[config.mk]
export PLATFORM = sky130hd
export DESIGN_NAME = pbcg_chan
export DESIGN_NICKNAME = d
export VERILOG_FILES = /design/src/design/pbcg_pkg.sv /design/src/design/pbcg_chan.sv
export SDC_FILE = /design/constraint.sdc
export NUM_CORES = 1
export LEC_CHECK = 0
export CORE_UTILIZATION = 52
export CTS_CLUSTER_SIZE = 14
export DETAILED_ROUTE_END_ITERATION = 10
export DONT_BUFFER_PORTS = 1
export PLACE_DENSITY = 0.67
export SLEW_MARGIN = 20
export SYNTH_ARGS = -nofsm -noshare
export SYNTH_HDL_FRONTEND = slang
export SYNTH_SLANG_ARGS = --single-unit
export TNS_END_PERCENT = 30
[constraint.sdc]
create_clock -name clk -period 13.8 [get_ports clk]
set_input_delay 2.76 -clock clk [delete_from_list [all_inputs] [get_ports clk]]
set_output_delay 2.76 -clock clk [all_outputs]
set_load 0.01 [all_outputs]
[src/design/pbcg_pkg.sv]
// Shared types and constants for the pixel brightness/contrast/gamma unit.
package pbcg_pkg;

  localparam logic [7:0]  MID_LEVEL   = 8'd128;
  localparam logic [7:0]  FULL_LEVEL  = 8'd255;
  localparam logic [9:0]  PERCENT     = 10'd100;
  localparam logic [9:0]  RESET_PCT   = 10'd100;
  // 128*b/100 == (b*5243) >> 12 exactly for b < 1024
  localparam logic [12:0] OFFSET_MUL  = 13'd5243;
  localparam int          OFFSET_SHR  = 12;
  localparam logic [10:0] OFFSET_RST  = 11'd128;
  // x/100 == (x*167773) >> 24 exactly for x < 2^17
  localparam logic [17:0] RECIP_100   = 18'd167773;
  localparam int          RECIP_SHR   = 24;

  typedef enum logic [1:0] {
    CFG_BRIGHTNESS = 2'd0,
    CFG_CONTRAST   = 2'd1,
    CFG_GAMMA      = 2'd2
  } cfg_reg_t;

  typedef struct packed {
    logic       func;
    logic [7:0] red_in;
    logic [7:0] green_in;
    logic [7:0] blue_in;
    logic [7:0] entry_index;
    logic [7:0] entry_value;
  } pixel_in_t;

  typedef struct packed {
    logic [7:0] red_out;
    logic [7:0] green_out;
    logic [7:0] blue_out;
  } pixel_out_t;

  // load enables for the two arithmetic stages
  typedef struct packed {
    logic ld1;
    logic ld2;
  } stage_en_t;

endpackage

[src/design/pbcg_chan.sv]
// One color channel: contrast multiply, divide by 100, offset add and clamp.
module pbcg_chan (
  input  logic                clk,
  input  pbcg_pkg::stage_en_t en,
  input  logic [7:0]          chan_in,
  input  logic [9:0]          contrast,
  input  logic [10:0]         offset,
  output logic [7:0]          level
);
  import pbcg_pkg::*;

  logic signed [8:0]  centered;
  logic signed [19:0] prod;
  logic [17:0]        pabs;
  logic [17:0]        pabs_r;
  logic               neg1_r;
  logic [35:0]        quot_full;
  logic [10:0]        quot_r;
  logic               neg2_r;
  logic signed [12:0] sum;

  always_comb begin
    centered = $signed({1'b0, chan_in} - {1'b0, MID_LEVEL});
    prod     = $signed({1'b0, contrast}) * centered;
    pabs     = prod[19] ? 18'(-prod) : prod[17:0];
  end

  always_ff @(posedge clk) begin
    if (en.ld1) begin
      pabs_r <= pabs;
      neg1_r <= prod[19];
    end
  end

  // truncating divide of the magnitude, sign reapplied below
  assign quot_full = pabs_r * RECIP_100;

  always_ff @(posedge clk) begin
    if (en.ld2) begin
      quot_r <= quot_full[RECIP_SHR+10:RECIP_SHR];
      neg2_r <= neg1_r;
    end
  end

  always_comb begin
    if (neg2_r) begin
      sum = $signed({2'b00, offset}) - $signed({2'b00, quot_r});
    end else begin
      sum = $signed({2'b00, offset}) + $signed({2'b00, quot_r});
    end
    if (sum >= $signed({5'd0, FULL_LEVEL})) begin
      level = FULL_LEVEL;
    end else if (sum <= 13'sd0) begin
      level = 8'd0;
    end else begin
      level = sum[7:0];
    end
  end

endmodule

# Word-level counts from Yosys, hierarchy flattened
# Index checks and enable logic that the tools add are counted.
[totals]
out_inout_bits = 8
ff_bits = 31
elab_cells = 16
[op_classes]
n_lt_le_gt_ge = 2
n_mul = 2
n_mux = 4
add_sub_neg = 4
[op_table]
columns = ["cell", "n"]
rows = [
  ["18-bit by 18-bit multiplier with 35-bit output (second input constant)", 1],
  ["11-bit by 9-bit multiplier with 20-bit output", 1],
  ["18-bit two-way mux", 1],
  ["18-bit negator", 1],
  ["8-bit two-way mux", 2],
  ["13-bit by 9-bit >= comparator with 1-bit output (second input constant)", 1],
  ["13-bit by 1-bit less-or-equal comparator with 1-bit output (second input constant)", 1],
  ["13-bit two-way mux", 1],
  ["11-bit by 11-bit adder with 12-bit output", 1],
  ["11-bit by 11-bit subtractor with 12-bit output", 1],
  ["8-bit by 8-bit subtractor with 9-bit output (second input constant)", 1],
]

# Longest topological paths before layout
# Gate-level depths: netlist (run 1).
[logic_depth]
word_depth = 5
mapped_depth = 22
depth_no_buf = 20

# Least setup slack after synthesis (run 1)
# OpenSTA, ideal clock, no wires.
[synth_path]
path_type = "input port to flip-flop"
from = "input port chan_in[7]"
to = "register pabs_r[17], data pin"
path_buffers = 1
arrival_time_ns = 7.732
setup_slack_ns = 5.805
setup_time_ns = 0.263
path_stages = 19
path_cell_list = "clkbuf_1 -> inv_1 -> nand2_1 -> fa_1 -> fa_1 -> inv_1 -> fa_1 -> fa_1 -> inv_1 -> fa_1 -> inv_1 -> ha_1 -> o21a_1 -> o21ai_2 -> a21oi_1 -> or3_1 -> a2111o_1 -> o41ai_2 -> xnor2_1"
[synth_via]
elab_chain_cells = 4
[synth_lines]
columns = ["element", "line_no", "text"]
rows = [
  ["start: declaration", "pbcg_chan.sv:5", "input logic [7:0] chan_in,"],
  ["8-bit by 8-bit subtractor with 9-bit output *", "pbcg_chan.sv:23", "centered = $signed({1'b0, chan_in} - {1'b0, MID_LEVEL});"],
  ["11-bit by 9-bit multiplier with 20-bit output *", "pbcg_chan.sv:24", "prod = $signed({1'b0, contrast}) * centered;"],
  ["18-bit negator", "pbcg_chan.sv:25", "pabs = prod[19] ? 18'(-prod) : prod[17:0];"],
  ["18-bit two-way mux *", "pbcg_chan.sv:25", ""],
  ["named net pabs[17]", "pbcg_chan.sv:14", "logic [17:0] pabs;"],
  ["end signal: assignment", "pbcg_chan.sv:30", "pabs_r <= pabs;"],
  ["end: declaration", "pbcg_chan.sv:15", "logic [17:0] pabs_r;"],
]
# Mark *: on every way through the listed nets, which the timed path passes. The rest lies on a longest branch.
# A chain may end at the register's enable or synchronous reset.

# Worst setup path in the final report (run 1)
[layout_path]
from = "input port offset[0]"
to = "output port level[2]"
[layout_via]
elab_chain_cells = 5
[layout_lines]
columns = ["element", "line_no", "text"]
rows = [
  ["start: declaration", "pbcg_chan.sv:7", "input logic [10:0] offset,"],
  ["11-bit by 11-bit adder with 12-bit output / 11-bit by 11-bit subtractor with 12-bit output (equally long branches)", "pbcg_chan.sv:49, pbcg_chan.sv:47", ""],
  ["13-bit two-way mux *", "pbcg_chan.sv:46", "if (neg2_r) begin"],
  ["13-bit by 1-bit less-or-equal comparator with 1-bit output", "pbcg_chan.sv:53", "end else if (sum <= 13'sd0) begin"],
  ["8-bit two-way mux", "pbcg_chan.sv:53", ""],
  ["8-bit two-way mux *", "pbcg_chan.sv:51", "if (sum >= $signed({5'd0, FULL_LEVEL})) begin"],
  ["end: declaration", "pbcg_chan.sv:8", "output logic [7:0] level"],
]
# Mark *: on every way between the ends. The rest lies on a longest branch, timed or not.

==> results.yml, run 1 <==
outcome:
  status: "finished clean"
yosys:
  yosys_most_used_dff: "edfxtp_1"
  yosys_warnings: 0
  synthArstFlopShare: 0
  synth_cell_type_count: 53
  synth_cells: 1112
  synth_mux_area_frac: 0.00272
  synth-compound-area-share: 0.0837
  ys_seq_elements: 31
  synthesis.nets: 1566
  synth_top_family_by_area: "adder cells"
  seq_area_frac_synth: 0.0843
  yosys.area_share.xor_xnor: 0.0397
  syn-cell-area_sq_mm: 0.0110
  synthAdderAreaFrac: 0.607
  yosys.area_share.simple: 0.0861
  synth_edf_count: 31
  syn_avg_cell_area_sq_um: 9.93
sta:
  finClkSkew_ns: 0.00673
  post-route-period-util: 0.589
  slew_viol_final: 0
  rsz0062_at_grt: "false"
  setup_tns_ns: 0
  period_needed_ns: 8.12
  setup_viol: 0
  hold_viol: 0
  fmax_ghz: 0.123
  relSlewSlack: 0.369
  worst_pin_slew_ns: 0.941
grt:
  grtUsageTotal: 0.211
  grt-ovfl-total: 0
  grt_max_degree: 21
  first_global_vias: 7673
  grt_pass1_wl_um: 36400
  antenna_found_initial: 0
placed_design:
  port_buffers: 0
  dpl.hpwl_um: 19200
  place_congestion: 0.955
worst_setup_path:
  startpoint_type: "input pin"
  rrSetupSlack_ns: 7.64
  cp_top_family: "compound AO/OA/AOI/OAI gates"
  crit_chain: "inv_1, ha_1, inv_1, fa_1, a21o_1, a21boi_0, o311ai_0, o2111ai_1, o311ai_1, xnor2_1, a211oi_2, a21oi_1"
  max_stage_delay_ns: 0.52
  r2r-start: "pabs_r[10]"
  r2r_cells: 17
  critPathKind: "input pin to output port"
  r2r-end: "quot_r[10]"
  cp_common_cell: "inv_1"
  crit_slowest_cell: "a211oi_2"
  arrival_ns: 5.36
  cp-end-kind: "output port"
  path_buf_inv: 2
  cp_max_fo: 8
  crit_required_ns: 11.04
clock_network:
  postCtsHoldBufs: 0
  htreeDepth: 2
  clockBufferDepth: 2
  numCtsBuffers: 5
  cts_tree: "built"
  clk_pin_slew_ns: 0.05
  post_cts_buffers: 0
  clk_latency_ns: 0.29
  postCtsResizedCells: 0
  clock-sinks: 31
  cts_root_buffer: "clkbuf_16"
routing:
  drtIter0Drc: 252
  antenna_left: 0
  remaining_drc_errors: 0
  viasPerCell: 5.22
  drt-total-wl_um: 21200
  firstDrtPassIters: 4
  wl_per_cell_um: 15.4
  vias: 7166
final_layout:
  area_growth_pct: 3.75
  fill_cells: 1849
  final_cell_mix: "inv_1, ha_1, fa_1"
  layout_commonest_cell: "inv_1"
  final_layout_size_suffix_gt1_frac: 0.0181
  nets: 1558
  diodes: 0
min_path:
  min_from: "neg1_r"
  min_path_cells: 0
  min_path_type: "register to register"
  min_to: "neg2_r"
floorplan:
  io_pins: 40
  start_util: 0.539
  rows: 52
  die_w_um: 148
  dieArea_sq_mm: 0.0218
  fp.dieH_um: 148
  core_sq_mm: 0.0205
job:
  maxCapViolations: 0
==> layer usage <==
metal  part of all wire  vias to the layer above  global-route usage
li1                   -                     3548                   -
met5                  0                        -                   0
met4              0.012                        0              0.0407
met3              0.035                       18              0.0318
met2               0.49                       79               0.364
met1               0.46                     3521               0.282
==> registers in the layout, summed over array words and instances, names as in the netlist <==
name    flops
pabs_r     18
neg2_r      1
neg1_r      1
quot_r     11
==> cells by family (layout without fill, tap and decap cells) <==
family / after synthesis / after routing
AOI/OAI and AO/OA: 134 / 134
xor gates and xnor gates: 50 / 50
muxes: 3 / 3
and+or+nand+nor: 188 / 188
adders and majority gates: 422 / 422
buffers and inverters: 284 / 276
DFF: 31 / 31
==> worst max path at each step <==
stage	startpoint	to	slack, ns	depth (start not counted)
after floorplan	chan_in[7]	pabs_r[17]	5.81	19
after global placement	chan_in[7]	pabs_r[14]	5.71	17
after detailed placement	chan_in[7]	pabs_r[14]	5.60	17
after CTS	offset[0]	level[2]	5.70	12
after global routing	offset[0]	level[2]	5.48	12
final	offset[0]	level[2]	5.68	12
==> stage by stage <==
stage | instance area [sq um] | setup WS [ns] | util | std cells | hold slack (ns)
after floorplan | 11000 | 5.81 | - | 1112 | 0.400
after global placement | 11300 | 5.71 | 0.552 | 1367 | 0.466
after detailed placement | 11300 | 5.60 | 0.552 | 1367 | 0.437
after CTS | 11500 | 5.70 | 0.559 | 1374 | 0.455
after global routing | 11500 | 5.48 | 0.559 | 1374 | 0.465
final | 11500 | 5.68 | 0.559 | 1374 | 0.450
==> cells in the mapped netlist, drive strengths merged, types with 3 or more instances <==
library cell	count	area (sq um)
o31ai	6	45.0
o21bai	8	60.1
edfxtp	31	931
fa	189	3780
ha	233	2920
and2	40	250
xnor2	38	333
xor2	12	105
nand2	60	225
a21o	14	105
nand3	7	35.0
clkbuf	13	48.8
a211oi	6	50.1
a211o	3	26.3
o21a	8	60.1
or2	6	37.5
o41ai	3	41.3
o21ai	27	139
a2111oi	5	43.8
inv	269	1010
nand2b	7	43.8
nor2	22	82.6
a21oi	32	164
nor2b	14	87.6
a31oi	4	25.0
o311ai	3	26.3
or3	9	56.3
nor3	12	60.1
mux2i	3	30.0
and3	5	31.3
==> final cells by class <==
class	count	area, sq um	share of cell area
Inverter	269	1010	0.0881
Multi-Input combinational cell	797	9040	0.789
Sequential cell	31	931	0.0813
Clock buffer	5	125	0.0109
Clock inverter	2	8.76	0.000765
Tap cell	270	338	0.0295
Power of run 1 is not shown: default switching activity piles up to over one toggle a cycle in this logic, so the estimate is an artifact.
==> run 2, diff against run 1 <==
--- a/config.mk
+++ b/config.mk
@@ -5,11 +5,12 @@
 export SDC_FILE = /design/constraint.sdc
 export NUM_CORES = 1
 export LEC_CHECK = 0
+export ABC_AREA = 1
 export CORE_UTILIZATION = 52
 export CTS_CLUSTER_SIZE = 14
 export DETAILED_ROUTE_END_ITERATION = 10
 export DONT_BUFFER_PORTS = 1
-export PLACE_DENSITY = 0.67
+export PLACE_DENSITY = 0.7
 export SLEW_MARGIN = 20
 export SYNTH_ARGS = -nofsm -noshare
 export SYNTH_HDL_FRONTEND = slang
==> constraint.sdc (replaced) <==
create_clock -name clk -period 7.3 [get_ports clk]
set_input_delay 1.46 -clock clk [delete_from_list [all_inputs] [get_ports clk]]
set_output_delay 1.46 -clock clk [all_outputs]
set_load 0.01 [all_outputs]
==> run 2 against run 1 <==
Against the previous run: via count rose by 31%; non-clock buffer count rose by 2; core utilization fell by 1.2 points; hold slack got worse by 0.025 ns; synthesized area rose by 12%; register-to-register slack got worse by 5.9 ns.
==> results.yml, run 2 <==
outcome:
  status: "finished clean"
worst_setup_path:
  cp_max_fo: 35
  arrival_ns: 6.32
  cp_common_cell: "nand2_1"
  critPathKind: "input pin to register"
  crit_chain: "inv_1, nand2_1, fa_1, fa_1, inv_1, fa_1, fa_1, inv_1, fa_1, inv_1, ha_1, a21oi_1, nand2_1, nand2_1, nand2_1, nand3_1, nand2_2, xor2_4, nand2_1, nand2_1, nand2_1"
  crit_required_ns: 7.35
  cp-end-kind: "register"
  max_stage_delay_ns: 0.63
  startpoint_type: "input pin"
  crit_slowest_cell: "xor2_4"
yosys:
  yosys_warnings: 0
  yosys.area_share.xor_xnor: 0.0274
  synth_mux_area_frac: 0
  syn_avg_cell_area_sq_um: 8.00
  seq_area_frac_synth: 0.0750
  synthAdderAreaFrac: 0.540
  yosysMostFrequentCell: "inv_1"
  synthArstFlopShare: 0
  synth_cell_type_count: 42
  yosysTopAreaCell: "fa_1"
  synth-compound-area-share: 0.0526
  yosys.area.top_type_share: 0.305
  synth_top_family_by_area: "adder cells"
  synthesis.nets: 2006
  ys_seq_elements: 31
  yosys.area_share.simple: 0.174
  synth_edf_count: 31
  syn-cell-area_sq_mm: 0.0124
  yosys_most_used_dff: "edfxtp_1"
  synth_area_leaders: "fa_1, ha_1, inv_1, nand2_1, edfxtp_1"
  synth_cells: 1552
  synthTopCellsByCount: "inv_1, nand2_1, ha_1"
sta:
  setup_tns_ns: 0
  final.setup.worst_slack_ns: 1.03
  setup_viol: 0
  hold_viol: 0
  slew_viol_final: 0
  holdWs_ns: 0.425
  rsz0062_at_grt: "false"
  fmax_ghz: 0.159
  finClkSkew_ns: 0.00372
  relSlewSlack: 0.494
  period_needed_ns: 6.27
  worst_pin_slew_ns: 0.758
  post-route-period-util: 0.859
clock_network:
  postCtsResizedCells: 0
  cts_tree: "built"
  clk_latency_ns: 0.29
  clk_pin_slew_ns: 0.05
  clock-sinks: 31
  postCtsHoldBufs: 0
  numCtsBuffers: 5
  post_cts_buffers: 0
  cts_root_buffer: "clkbuf_16"
  htreeDepth: 2
  clockBufferDepth: 2
floorplan:
  start_util: 0.529
  rows: 56
  die_w_um: 157
  dieArea_sq_mm: 0.0245
  fp.dieH_um: 157
  io_pins: 40
  core_sq_mm: 0.0235
grt:
  grt_max_degree: 36
  grt-ovfl-total: 0
  first_global_vias: 9808
  antenna_found_initial: 0
  grtUsageTotal: 0.236
  grt_pass1_wl_um: 45500
placed_design:
  port_buffers: 0
  pre_cts_ws_ns: 0.676
  dpl.hpwl_um: 23800
  place_congestion: 0.918
routing:
  antenna_left: 0
  wl_per_cell_um: 14.4
  viasPerCell: 5.06
  remaining_drc_errors: 0
  vias: 9390
  drt-total-wl_um: 26600
  firstDrtPassIters: 5
  drtIter0Drc: 379
final_layout:
  multi_input_area_sq_mm: 0.00985
  seqCellArea_sq_um: 931
  final_cell_mix: "inv_1, nand2_1, ha_1"
  final_layout_size_suffix_gt1_frac: 0.0195
  reg.largest.list: "pabs_r (18), quot_r (11)"
  area_growth_pct: 3.45
  layout_commonest_cell: "inv_1"
  regMostFlops: "pabs_r"
  fill_cells: 2235
  largest_reg_flops: 18
  diodes: 0
  nets: 1988
job:
  maxCapViolations: 0
min_path:
  min_path_type: "register to register"
-- run 2: cell count changes in the layout (fill, tap and decap cells not counted), sizes merged, moves of 13 or more --
cell,before,now
nand2,60,329
nand3,7,67
a21oi,32,58
nor2,22,85
o21ai,27,40
and2,40,3
a21o,14,1
inv,269,400
nor2b,14,0
xnor2,38,14
-- run 2: routing by layer --
layer	global-route usage	part of all wire	up-vias	routed length, um
met5	0	0	-	0
met4	0.0649	0.023	0	617
met3	0.0258	0.032	41	854
met2	0.424	0.49	151	13100
met1	0.299	0.45	4484	12100
li1	-	-	4714	-
-- run 2: final cells by class --
| class | count | share of cell area |
|---|---|---|
| clock inverters | 2 | 0.000974 |
| well taps | 319 | 0.0311 |
| repair buffers | 2 | 0.00117 |
| multi-input cells | 1094 | 0.767 |
| clock buffers | 6 | 0.0100 |
| inverters | 400 | 0.117 |
| flip-flops and latches | 31 | 0.0725 |
-- run 2: critical path: cells and delay by family --
kind / cells / cell delay, ns
AOI/OAI and AO/OA: 1 / 0.16
buffers and inverters: 4 / 0.31
xor gates and xnor gates: 1 / 0.63
and+or+nand+nor: 9 / 0.84
adders and majority gates: 6 / 2.92
-- run 2: through the flow --
step                      std cells  area (sq um)   util
after global routing           1854         12800  0.547
final                          1854         12800  0.547
after CTS                      1854         12800  0.547
after floorplan                1552         12400      -
after global placement         1846         12700  0.541
after detailed placement       1846         12700  0.541
-- run 2: logic make-up (layout without fill, tap and decap cells) --
logic type / count (synthesis) / count (layout)
buf+inv: 427 / 410
flops: 31 / 31
fa+ha+maj: 422 / 422
xor+xnor: 35 / 35
simple gates: 517 / 517
compound gates: 120 / 120
-- run 2: final timing paths --
| check | start | end | slack, ns | cells past startpoint |
|---|---|---|---|---|
| worst max register to register | pabs_r[5] | quot_r[8] | 1.71 | 16 |
| worst min-delay path | neg1_r | neg2_r | 0.42 | 0 |
| worst max-delay path | chan_in[7] | pabs_r[13] | 1.03 | 21 |
| worst min register to register | neg1_r | neg2_r | 0.42 | 0 |
Power of run 2 is left out for the same reason.
==> run 3, diff against run 2 <==
--- a/config.mk
+++ b/config.mk
@@ -6,11 +6,11 @@
 export NUM_CORES = 1
 export LEC_CHECK = 0
 export ABC_AREA = 1
-export CORE_UTILIZATION = 52
+export CORE_UTILIZATION = 54
 export CTS_CLUSTER_SIZE = 14
 export DETAILED_ROUTE_END_ITERATION = 10
 export DONT_BUFFER_PORTS = 1
-export PLACE_DENSITY = 0.7
+export PLACE_DENSITY = 0.72
 export SLEW_MARGIN = 20
 export SYNTH_ARGS = -nofsm -noshare
 export SYNTH_HDL_FRONTEND = slang
==> run 3 against run 2 <==
Against the previous run: first-iteration DRC count up 27%; sequential cell count did not move; register-to-register slack improved by 0.07 ns; clock skew increased by 0.0040 ns; via count increased by 0.56%; die area is 3.7% lower; core utilization increased by 1.9 points.
==> results.yml, run 3 (synthesized netlist as in run 2, its figures left out) <==
placed_design:
  dpl.hpwl_um: 24000
  pre_cts_ws_ns: 0.690
  place_congestion: 0.932
  port_buffers: 0
  place_inst: 1810
sta:
  rsz0062_at_grt: "false"
  setup_tns_ns: 0
  holdWs_ns: 0.416
  setup_viol: 0
  slew_viol_final: 0
  period_needed_ns: 6.27
  final.setup.worst_slack_ns: 1.03
  relSlewSlack: 0.503
  post-route-period-util: 0.859
  finClkSkew_ns: 0.00771
  fmax_ghz: 0.160
  worst_pin_slew_ns: 0.745
  hold_viol: 0
final_layout:
  largest_reg_flops: 18
  layout_commonest_cell: "inv_1"
  area_growth_pct: 2.98
  diodes: 0
  reg.largest.list: "pabs_r (18), quot_r (11)"
  stdcell_count: 1818
  final_layout_size_suffix_gt1_frac: 0.0183
  regMostFlops: "pabs_r"
  final_cell_mix: "inv_1, nand2_1, ha_1"
  nets: 1986
routing:
  firstDrtPassIters: 5
  drtIter0Drc: 480
  vias: 9443
  remaining_drc_errors: 0
  viasPerCell: 5.19
  drt-total-wl_um: 26800
  wl_per_cell_um: 14.8
  antenna_left: 0
floorplan:
  rows: 55
  core_sq_mm: 0.0226
  die_w_um: 154
  fp.dieH_um: 154
  start_util: 0.550
  dieArea_sq_mm: 0.0236
  io_pins: 40
worst_setup_path:
  crit_path_end: "pabs_r[12]"
  arrival_ns: 6.31
  startpoint_type: "input pin"
  cp_max_fo: 35
  r2r_cells: 16
  crit_required_ns: 7.34
  rrSetupSlack_ns: 1.78
  r2r-start: "pabs_r[15]"
  critPathKind: "input pin to register"
  cp-end-kind: "register"
  crit_start: "chan_in[7]"
  r2r-end: "quot_r[8]"
clock_network:
  post_cts_buffers: 0
  postCtsHoldBufs: 0
  cts_root_buffer: "clkbuf_16"
  htreeDepth: 2
  postCtsResizedCells: 0
  clock-sinks: 31
  cts_tree: "built"
  clk_pin_slew_ns: 0.05
  clk_latency_ns: 0.28
  clockBufferDepth: 2
  numCtsBuffers: 5
grt:
  grt_max_degree: 36
  first_global_vias: 9766
  grt-ovfl-total: 0
  antenna_found_initial: 1
  grt_pass1_wl_um: 45600
  grtUsageTotal: 0.241
min_path:
  min_path_type: "register to register"
outcome:
  status: "finished clean"
job:
  maxCapViolations: 0
==> run 3: how the worst min path moves through the flow <==
stage,to,cells after the start,startpoint,slack (ns)
CTS,neg2_r,0,neg1_r,0.42
global route,neg2_r,0,neg1_r,0.43
global placement,neg2_r,0,neg1_r,0.40
finish,neg2_r,0,neg1_r,0.42
detailed placement,neg2_r,0,neg1_r,0.40
floorplan,neg2_r,0,neg1_r,0.40
==> run 3: final cells by class <==
type,count,area [sq um]
Tap cell,285,357
Sequential cell,31,931
Clock inverter,2,12.5
Multi-Input combinational cell,1094,9850
Inverter,400,1500
Clock buffer,6,129
Fill cell,2085,9790
==> run 3: per-stage QoR <==
stage | instance area, sq um | util
floorplan | 12400 | -
global placement | 12600 | 0.560
detailed placement | 12600 | 0.560
CTS | 12800 | 0.566
global route | 12800 | 0.566
finish | 12800 | 0.566
==> run 3: worst max-delay path: stages <==
cell     delay (ns)
inv_1          0.16
nand2_1        0.11
fa_1           0.51
fa_1           0.55
inv_1          0.05
fa_1           0.50
fa_1           0.55
inv_1          0.05
fa_1           0.49
inv_1          0.04
ha_1           0.34
a21oi_1        0.16
nand2_1        0.11
nand2_1        0.09
nand2_1        0.08
nand3_1        0.09
nand2_2        0.09
xor2_4         0.62
nand2_1        0.11
nand2_1        0.10
nand2_1        0.05
==> run 3: routing by layer <==
metal | routed length, um | global-route usage | part of all wire | up-vias
met5 | 13 | 0 | 0.00048 | -
met4 | 580 | 0.0581 | 0.022 | 2
met3 | 1110 | 0.0318 | 0.041 | 44
met2 | 13200 | 0.430 | 0.49 | 204
met1 | 11900 | 0.309 | 0.44 | 4494
li1 | - | - | - | 4699
Power of run 3 is left out for the same reason.
